## config.mk

```make
export PLATFORM = sky130hd
export DESIGN_NAME = tea_round_stage
export DESIGN_NICKNAME = d
export VERILOG_FILES = /design/src/hdl/tea_pkg.sv /design/src/hdl/tea_round_stage.sv
export SDC_FILE = /design/constraint.sdc
export NUM_CORES = 1
export LEC_CHECK = 0
export BUFFER_PORTS_ARGS = -buffer_cell sky130_fd_sc_hd__buf_2
export CORE_MARGIN = 4
export CORE_UTILIZATION = 51
export DETAILED_ROUTE_END_ITERATION = 10
export PLACE_DENSITY = 0.8
export SETUP_SLACK_MARGIN = 0.02
export SLEW_MARGIN = 20
export SYNTH_ARGS = -nofsm -noshare
export SYNTH_HDL_FRONTEND = slang
export SYNTH_SLANG_ARGS = --single-unit
```

## constraint.sdc

```tcl
create_clock -name clk -period 8.4 [get_ports clk]
set_clock_uncertainty 0.2 [all_clocks]
set_input_delay 0.42 -clock clk [delete_from_list [all_inputs] [get_ports clk]]
set_output_delay 0.42 -clock clk [all_outputs]
set_load 0.05 [all_outputs]
```

## src/hdl/tea_pkg.sv

```systemverilog
package tea_pkg;

  localparam logic [31:0] Delta = 32'h9E37_79B9;
  localparam int unsigned RoundsDefault = 32;
  localparam int unsigned AddrWidth = 4;

  typedef enum logic [1:0] {
    REG_KEY0 = 2'd0,
    REG_KEY1 = 2'd1,
    REG_KEY2 = 2'd2,
    REG_KEY3 = 2'd3
  } tea_reg_t;

  typedef struct packed {
    logic [31:0] k0;
    logic [31:0] k1;
    logic [31:0] k2;
    logic [31:0] k3;
  } tea_key_t;

  typedef struct packed {
    logic vld;
    logic op;
  } tea_ctl_t;

  function automatic logic [31:0] tea_mix(input logic [31:0] x, input logic [31:0] sum,
                                          input logic [31:0] ka, input logic [31:0] kb);
    return ((x << 4) + ka) ^ (x + sum) ^ ((x >> 5) + kb);
  endfunction

  // running sum after n rounds, modulo 2^32
  function automatic logic [31:0] tea_sum(input int unsigned n);
    logic [63:0] p;
    p = 64'(Delta) * 64'(n);
    return p[31:0];
  endfunction

endpackage

```

## src/hdl/tea_round_stage.sv

```systemverilog
module tea_round_stage #(
  parameter int unsigned STAGE  = 0,
  parameter int unsigned ROUNDS = tea_pkg::RoundsDefault
) (
  input  logic              clk,
  input  logic              rst,
  input  logic              en,
  input  tea_pkg::tea_key_t key,
  input  tea_pkg::tea_ctl_t ctl_in,
  input  logic [31:0]       w0_in,
  input  logic [31:0]       w1_in,
  output tea_pkg::tea_ctl_t ctl_out,
  output logic [31:0]       w0_out,
  output logic [31:0]       w1_out
);

  localparam int unsigned Round = STAGE / 2;
  localparam logic        Half  = 1'((STAGE % 2) == 1);
  localparam logic [31:0] EncSum = tea_pkg::tea_sum(Round + 1);
  localparam logic [31:0] DecSum = tea_pkg::tea_sum(ROUNDS - Round);

  logic        upd_w0;
  logic [31:0] src;
  logic [31:0] tgt;
  logic [31:0] sum;
  logic [31:0] ka;
  logic [31:0] kb;
  logic [31:0] m;
  logic [31:0] res;

  // encrypt: w0 then w1 each round; decrypt: w1 then w0
  always_comb begin
    upd_w0 = (ctl_in.op == Half);
    src    = upd_w0 ? w1_in : w0_in;
    tgt    = upd_w0 ? w0_in : w1_in;
    ka     = upd_w0 ? key.k0 : key.k2;
    kb     = upd_w0 ? key.k1 : key.k3;
    sum    = ctl_in.op ? DecSum : EncSum;
    m      = tea_pkg::tea_mix(src, sum, ka, kb);
    res    = ctl_in.op ? (tgt - m) : (tgt + m);
  end

  always_ff @(posedge clk) begin
    if (rst) begin
      ctl_out.vld <= 1'b0;
    end else if (en) begin
      ctl_out.vld <= ctl_in.vld;
    end
    if (en) begin
      ctl_out.op <= ctl_in.op;
      w0_out     <= upd_w0 ? res : w0_in;
      w1_out     <= upd_w0 ? w1_in : res;
    end
  end

endmodule

```

==> results_dict.tcl, run 1 <==
set metrics [dict create \
    layout_setup_ws_ns 0.7906 \
    fin_hold_ws_ns 0.04582 \
    slew_headroom_pct 39.01 \
    multi_input_area_um2 8631 \
    synthFlopType "edfxtp_1" \
    worst_pin_slew_ns 0.9054 \
    yosysWarnings 0 \
    post_cts_buffers 0 \
    seq_area_frac_synth_pct 17.97 \
    clkLatencyLatePin_ns 0.32 \
    io_buffers 262 \
    hold_end "ctl_out[1]" \
    syn2layout_area_growth_pct 17.16 \
    gp_congestion 0.9800 \
    vias 10894 \
    arrival_ns 7.61 \
    required_ns 8.40 \
    chipHeight_um 154.7 \
    placeableCoreArea_um2 21090 \
    layout.nets 1855 \
    antenna_found_initial 5 \
    hp-start "rst" \
    dieArea_um2 23920 \
    grt_pass1_wl_um 52870 \
    initial_utilization_pct 52.02 \
    crit_path_max_fanout 91 \
    maxCapViolations 0 \
    fin_setup_tns_ns 0 \
    synth_area_leaders "edfxtp_1, xnor2_1, ha_1, mux2_2, nand2_1" \
    drive_gt1_share_pct 27.06 \
    r2r-end "ctl_out[1]" \
    startpoint_type "input port" \
    grt_max_degree 92 \
    period_share_pct 90.59 \
    die_x_um 154.7 \
    num_rows 53 \
    grt_usage_pct 27.37 \
    hpwl_um 28800 \
    p_leak_nw 5.813 \
    fmax_ghz 0.1314 \
    register_area_um2 1972 \
    clk_path_buf_depth 2 \
    ios 263 \
    ys_types 87 \
    finalHoldViolations 0 \
    drt-initial-drc-count 1010 \
    grt_pass1_vias 9928 \
    ff2ff_setup_slack_ns 7.62 \
    synth_nets 1609 \
    vias_per_cell 5.898 \
    clockRootBuffer "clkbuf_16" \
    drc_errors 0 \
    finalPower_mw 4.198 \
    rsz0062_at_grt "false" \
    worstReg2RegStart "ctl_out[1]" \
    syn_inst 1317 \
    tritoncts "done" \
    slowest_stage "nor4bb_1" \
    status "finished clean" \
    drv_slew 0 \
    setup_viol 0 \
    ys_ff_latch 66 \
    first_pass_iters 5 \
    hold_path_depth 2 \
    cts_resized 0 \
    final_common_cell "buf_2" \
    worst-setup-path-type "input port to register" \
    fill_cells 1938 \
    layout_common_cells "buf_2, nand2_1, xnor2_1, a21oi_1, mux2_2" \
    vdd_ir_drop_max_v 0.0001434 \
    r2r_cells 2 \
    routed_wl_um 34520 \
    cts_hold_buf 0 \
    max_stage_delay_ns 0.62 \
    syn_area_um2 10970 \
    cts_buffers 9 \
    cts.clk_slew.worst_paths_ns 0.06 \
    synth_top_area_share_pct 17.79 \
    period_needed_ns 7.609 \
    netlist.top_cell.by_area "edfxtp_1" \
    synth_edf_count 65 \
    hold_class "input port to register" \
    grt_overflow_total 0 \
    htree_num_levels 3 \
    async_flop_share_pct 0 \
    cp-end-kind "register" \
    p_per_area_nw_per_um2 326.6 \
    antenna_left 0 \
    avgSynthCellArea_um2 8.330 \
    clock-sinks 66 \
    place_ws_ns 0.6076 \
    critical_path.most_common_cell "xnor2_1" \
    wl_per_cell_um 18.69 \
]
## per-layer routing
metal | GRT usage, % | share of wire [%] | vias to the layer above
met1 | 41.98 | 47 | 5043
li1 | - | - | 5323
met4 | 6.350 | 1.8 | 0
met3 | 3.022 | 8.1 | 43
met2 | 41.12 | 43 | 485
met5 | 0 | 0 | -
## flip-flops by register name, indices dropped and copies added, names as in the netlist
| register | cells |
|---|---|
| w0_out | 32 |
| ctl_out | 2 |
| w1_out | 32 |
## critical path: cells and delay by family
family,cells,cell delay (ns)
AND/OR/NAND/NOR,11,2.86
AO/OA/AOI/OAI,5,1.42
buffers and inverters,3,1.15
XOR/XNOR,5,0.92
adder cells (fa/ha/maj),2,0.80
## area by class of cell
class	instances	share of cell area, %
Antenna cell	5	0.09734
Timing Repair Buffer	277	11.24
Inverter	44	1.285
Sequential cell	66	15.34
Multi-Input combinational cell	1165	67.15
Clock inverter	6	0.4575
Clock buffer	9	1.752
Tap cell	275	2.677
## cell families (layout without fill, tap and decap cells)
logic type      count (synthesis)  after routing  synth area share (%)
compound gates                398            398                 23.69
simple gates                  364            364                 15.60
xor+xnor                      202            202                 17.58
mux                           106            106                 10.77
fa+ha+maj                      95             95                 11.04
buf+inv                        86            336                 3.353
flops                          66             66                 17.97
other cells                     0              5                     0
## worst max-delay path by stage
stage | from | to | slack, ns | depth (start not counted)
floorplan | ctl_in[0] | w0_out[31] | 0.25 | 33
global placement | ctl_in[0] | w0_out[31] | 0.66 | 26
detailed placement | ctl_in[0] | w0_out[31] | 0.61 | 26
CTS | ctl_in[0] | w0_out[31] | 0.91 | 26
global route | ctl_in[0] | w0_out[31] | 0.38 | 26
finish | ctl_in[0] | w0_out[31] | 0.79 | 26
## where the power goes
part           internal, mW  switching, mW  leakage, nW
clock network         0.225          0.129        0.135
registers             0.581         0.0311        0.643
logic                  1.23           2.00         5.04
## cell usage after synthesis, types with 3 or more instances
cell      number
nor2b_1       16
and3_1         9
o21bai_1      21
or3_1          5
o31ai_1        3
buf_2          3
o21ai_0       85
nor3b_1        4
nor3_1        14
clkbuf_1      26
o22ai_1        3
nand3_1       22
a21oi_1      113
o21ai_1        5
buf_4          3
nand4_1        9
o21a_1        16
a31o_2         6
edfxtp_1      65
mux2i_1       10
a22oi_1        3
a211oi_1      11
a21o_1        47
a311oi_1       4
nor2_1        78
nand2b_1      16
xnor2_1      142
buf_1          6
fa_1           3
a31oi_1       20
nor4_1         8
o211a_1        3
a21bo_2       10
xor2_1        48
and2_1        12
buf_6          4
mux2_2        96
inv_1         44
or2_2          6
nand2_1      151
o211ai_1      11
xnor3_1       11
ha_1          92
## metrics by stage
step	util [%]	area (µm²)	std cells
3_3_place_gp	59.55	12560	1827
4_1_cts	60.89	12840	1842
2_1_floorplan	-	10970	1317
3_5_place_dp	59.55	12560	1827
5_1_grt	60.95	12850	1847
6_report	60.95	12850	1847
Power figures use the tool's default switching activity.
==> run 2: changes to the inputs <==
Settings changed: CORE_MARGIN 4 to 1.5, PLACE_DENSITY 0.8 to 0.84.
==> results_dict.tcl, run 2 (synthesized netlist as in run 1, its figures left out) <==
set metrics [dict create \
    num_rows 53 \
    p_leak_nw 5.803 \
    vias_per_cell 5.915 \
    finalPower_mw 4.169 \
    gp_congestion 0.9852 \
    wl_per_cell_um 18.18 \
    grt_pass1_wl_um 51520 \
    status "finished clean" \
    crit_path_max_fanout 64 \
    first_pass_iters 6 \
    drv_slew 0 \
    dieArea_um2 22400 \
    reg_top3 "w0_out (32), w1_out (32), ctl_out (2)" \
    htree_num_levels 3 \
    place_ws_ns 0.7583 \
    final_area_um2 12850 \
    drc_errors 0 \
    grt.busiest_layer "met1" \
    antenna_left 0 \
    cts.clk_slew.worst_paths_ns 0.06 \
    layout_common_cells "buf_2, nand2_1, xnor2_1, a21oi_1, mux2_2" \
    period_share_pct 90.21 \
    drt-initial-drc-count 1131 \
    utilization_pct 60.96 \
    use_met2_pct 43.13 \
    routed_wl_um 33650 \
    period_needed_ns 7.577 \
    maxCapViolations 0 \
    tritoncts "done" \
    clk_path_buf_depth 2 \
    cts_hold_buf 0 \
    grt_max_degree 102 \
    arrival_ns 7.58 \
    setup_viol 0 \
    io_buffers 262 \
    fmax_ghz 0.1320 \
    clock-sinks 66 \
    chipHeight_um 149.7 \
    ios 263 \
    vias 10949 \
    placeableCoreArea_um2 21090 \
    startpoint "ctl_in[0]" \
    initial_utilization_pct 52.02 \
    hp-start "rst" \
    fin_hold_ws_ns 0.04523 \
    required_ns 8.40 \
    worst_pin_slew_ns 0.9077 \
    die_x_um 149.7 \
    cts_resized 0 \
    use_met3_pct 3.293 \
    antenna_found_initial 7 \
    layout_setup_ws_ns 0.8226 \
    p_per_area_nw_per_um2 324.3 \
    clockRootBuffer "clkbuf_16" \
    hold_class "input port to register" \
    cts_buffers 9 \
    placed_area_um2 12570 \
    rsz0062_at_grt "false" \
    clkLatencyLatePin_ns 0.32 \
    stdcell_count 1851 \
    final_common_cell "buf_2" \
    grt_usage_pct 29.28 \
    grt_overflow_total 0 \
    layout.nets 1853 \
    worst-setup-path-type "input port to register" \
    fin_setup_tns_ns 0 \
    vdd_ir_drop_max_v 0.0001241 \
    drive_gt1_share_pct 26.95 \
    dp.cells 1825 \
    worstReg2RegStart "ctl_out[1]" \
    cp-end-kind "register" \
    hpwl_um 27810 \
    post_cts_buffers 0 \
    slew_headroom_pct 38.85 \
    syn2layout_area_growth_pct 17.18 \
    finalHoldViolations 0 \
    startpoint_type "input port" \
    use_met1_pct 44.02 \
    grt_pass1_vias 9877 \
]
-- run 2: changes by cell type in the layout (fill, tap and decap cells not counted), sizes merged --
cell	previous run	this run
clkinv	4	5
buf	276	274
diode	5	10
bufinv	1	0
clkbuf	10	11
-- run 2: layer usage --
| layer | vias up | part of all wire (%) |
|---|---|---|
| met5 | - | 0 |
| met4 | 0 | 2.5 |
| met3 | 46 | 9.2 |
| met2 | 547 | 42 |
| met1 | 5044 | 46 |
| li1 | 5312 | - |
-- run 2: area by class of cell --
class	count	area, µm²
multi-input combinational	1165	8631
fill	1889	8233
sequential	66	1972
timing repair buffer	275	1455
tap	275	344.1
clock buffer	10	229.0
inverter	44	165.2
clock inverter	6	33.78
antenna	10	25.02
-- run 2: worst max-delay path: stages --
cell	delay [ns]
clkbuf_8	0.35
mux2i_1	0.41
inv_1	0.13
ha_1	0.26
fa_1	0.46
a21oi_1	0.23
o21ai_1	0.16
a41oi_1	0.31
a21boi_1	0.17
a311oi_1	0.57
xnor3_1	0.53
nor3b_4	0.30
nand2_2	0.11
nor3b_1	0.28
a21oi_1	0.14
xor2_1	0.17
ha_1	0.21
or3_1	0.43
or3_1	0.36
o21ai_0	0.48
o211ai_1	0.16
nand2_1	0.11
xnor2_1	0.14
xnor2_1	0.12
or4_1	0.47
nand3_1	0.09
-- run 2: power breakdown --
group	switching (mW)	internal (mW)	leakage [nW]	total, mW
combinational	1.99	1.24	5.03	3.23
clock	0.131	0.197	0.126	0.328
sequential	0.0320	0.581	0.643	0.613
-- run 2: final timing paths --
path / end / slack, ns / cells past startpoint
max: w0_out[31] / 0.82 / 26
min: ctl_out[1] / 0.05 / 2
max reg2reg: ctl_out[1] / 7.62 / 2
min reg2reg: ctl_out[1] / 0.29 / 2
==> run 3: changes to the inputs <==
Settings changed: HOLD_SLACK_MARGIN from default to 0.12.
==> results_dict.tcl, run 3 (synthesized netlist as in run 1, its figures left out) <==
set metrics [dict create \
    crit_family "compound AO/OA/AOI/OAI gates" \
    grt_overflow_total 0 \
    worst-setup-path-type "input port to register" \
    grt_pass1_wl_um 51540 \
    period_needed_ns 7.513 \
    cp-end-kind "register" \
    p_per_area_nw_per_um2 323.8 \
    chipHeight_um 149.7 \
    setup_viol 0 \
    htree_num_levels 3 \
    initial_utilization_pct 52.02 \
    tritoncts "done" \
    period_share_pct 89.44 \
    final_area_um2 12860 \
    cts.clk_slew.worst_paths_ns 0.06 \
    hold_class "input port to register" \
    crit_path_max_fanout 64 \
    drv_slew 0 \
    cts_buffers 9 \
    wl_per_cell_um 18.10 \
    worst_pin_slew_ns 0.9113 \
    p_leak_nw 5.808 \
    clockRootBuffer "clkbuf_16" \
    die_x_um 149.7 \
    drc_errors 0 \
    vdd_ir_drop_max_v 0.0001245 \
    arrival_ns 7.51 \
    grt_usage_pct 29.28 \
    max_stage_delay_ns 0.56 \
    placeableCoreArea_um2 21090 \
    io_buffers 262 \
    num_rows 53 \
    clock-sinks 66 \
    dieArea_um2 22400 \
    reg_top3 "w0_out (32), w1_out (32), ctl_out (2)" \
    antenna_left 0 \
    use_met3_pct 3.293 \
    cp.buffers_inverters 2 \
    routed_wl_um 33530 \
    drt-initial-drc-count 1216 \
    place_ws_ns 0.7583 \
    rsz0062_at_grt "false" \
    layout_common_cells "buf_2, nand2_1, xnor2_1, a21oi_1, mux2_2" \
    slowest_stage "a311oi_1" \
    clkLatencyLatePin_ns 0.32 \
    grt_max_degree 102 \
    fin_setup_tns_ns 0 \
    hpwl_um 27810 \
    use_met2_pct 43.13 \
    final_common_cell "buf_2" \
    first_pass_iters 8 \
    fin_hold_ws_ns 0.1385 \
    fmax_ghz 0.1331 \
    gp_congestion 0.9852 \
    vias 10957 \
    placed_area_um2 12570 \
    vias_per_cell 5.916 \
    slew_headroom_pct 38.61 \
    ios 263 \
    antenna_found_initial 7 \
    use_met1_pct 44.04 \
    layout_setup_ws_ns 0.8871 \
    clk_path_buf_depth 2 \
    utilization_pct 61.01 \
    grt.busiest_layer "met1" \
    required_ns 8.40 \
    grt_pass1_vias 9879 \
    layout.nets 1854 \
    startpoint_type "input port" \
    drive_gt1_share_pct 26.93 \
    finalHoldViolations 0 \
    syn2layout_area_growth_pct 17.27 \
    status "finished clean" \
    maxCapViolations 0 \
]
-- run 3: cell count changes in the layout (fill, tap and decap cells not counted) --
cell	before	now
dlygate4sd3_1	0	1
-- run 3: per-layer routing --
| layer | share of wire [%] | up-vias |
|---|---|---|
| met5 | 0 | - |
| met3 | 9.6 | 52 |
| met2 | 42 | 581 |
| li1 | - | 5327 |
| met4 | 2.6 | 0 |
| met1 | 46 | 4997 |
-- run 3: through the flow --
stage,power [mW],cells
3_5_place_dp,3.765,1825
2_1_floorplan,3.123,1317
4_1_cts,4.123,1842
6_report,4.165,1852
3_3_place_gp,3.713,1825
5_1_grt,4.471,1849
-- run 3: worst register-to-register path, cell delays in order (launching register included) --
cell and delay [ns]:
dfxtp_1 0.30, mux2i_1 0.12, nor2_1 0.05
-- run 3: final cells by class --
| type | instances | area, µm² |
|---|---|---|
| multi-input cells | 1165 | 8631 |
| diodes | 10 | 25.02 |
| clock inverters | 6 | 33.78 |
| flip-flops and latches | 66 | 1972 |
| repair buffers | 276 | 1465 |
| inverters | 44 | 165.2 |
| fillers | 1888 | 8223 |
| clock buffers | 10 | 229.0 |
| well taps | 275 | 344.1 |
-- run 3: what timing repair did --
item	in CTS	in global routing
hold buffers	1	0
endpoints found under the hold margin	1	0
gates resized for setup	0	0
setup buffers	0	0
endpoints found under the setup margin	0	0
-- run 3: final timing paths --
check	cells past startpoint	slack (ns)	endpoint	startpoint
worst max-delay path	26	0.89	w0_out[31]	ctl_in[0]
worst min-delay path	3	0.14	ctl_out[1]	ctl_in[1]
worst max register to register	2	7.62	ctl_out[1]	ctl_out[1]
worst min register to register	2	0.29	ctl_out[1]	ctl_out[1]
-- run 3: power by group --
part / total (mW) / switching, mW / internal [mW]
Sequential: 0.613 / 0.0319 / 0.581
Combinational: 3.23 / 1.99 / 1.24
Clock: 0.327 / 0.130 / 0.197
Total: 4.17 / 2.15 / 2.01
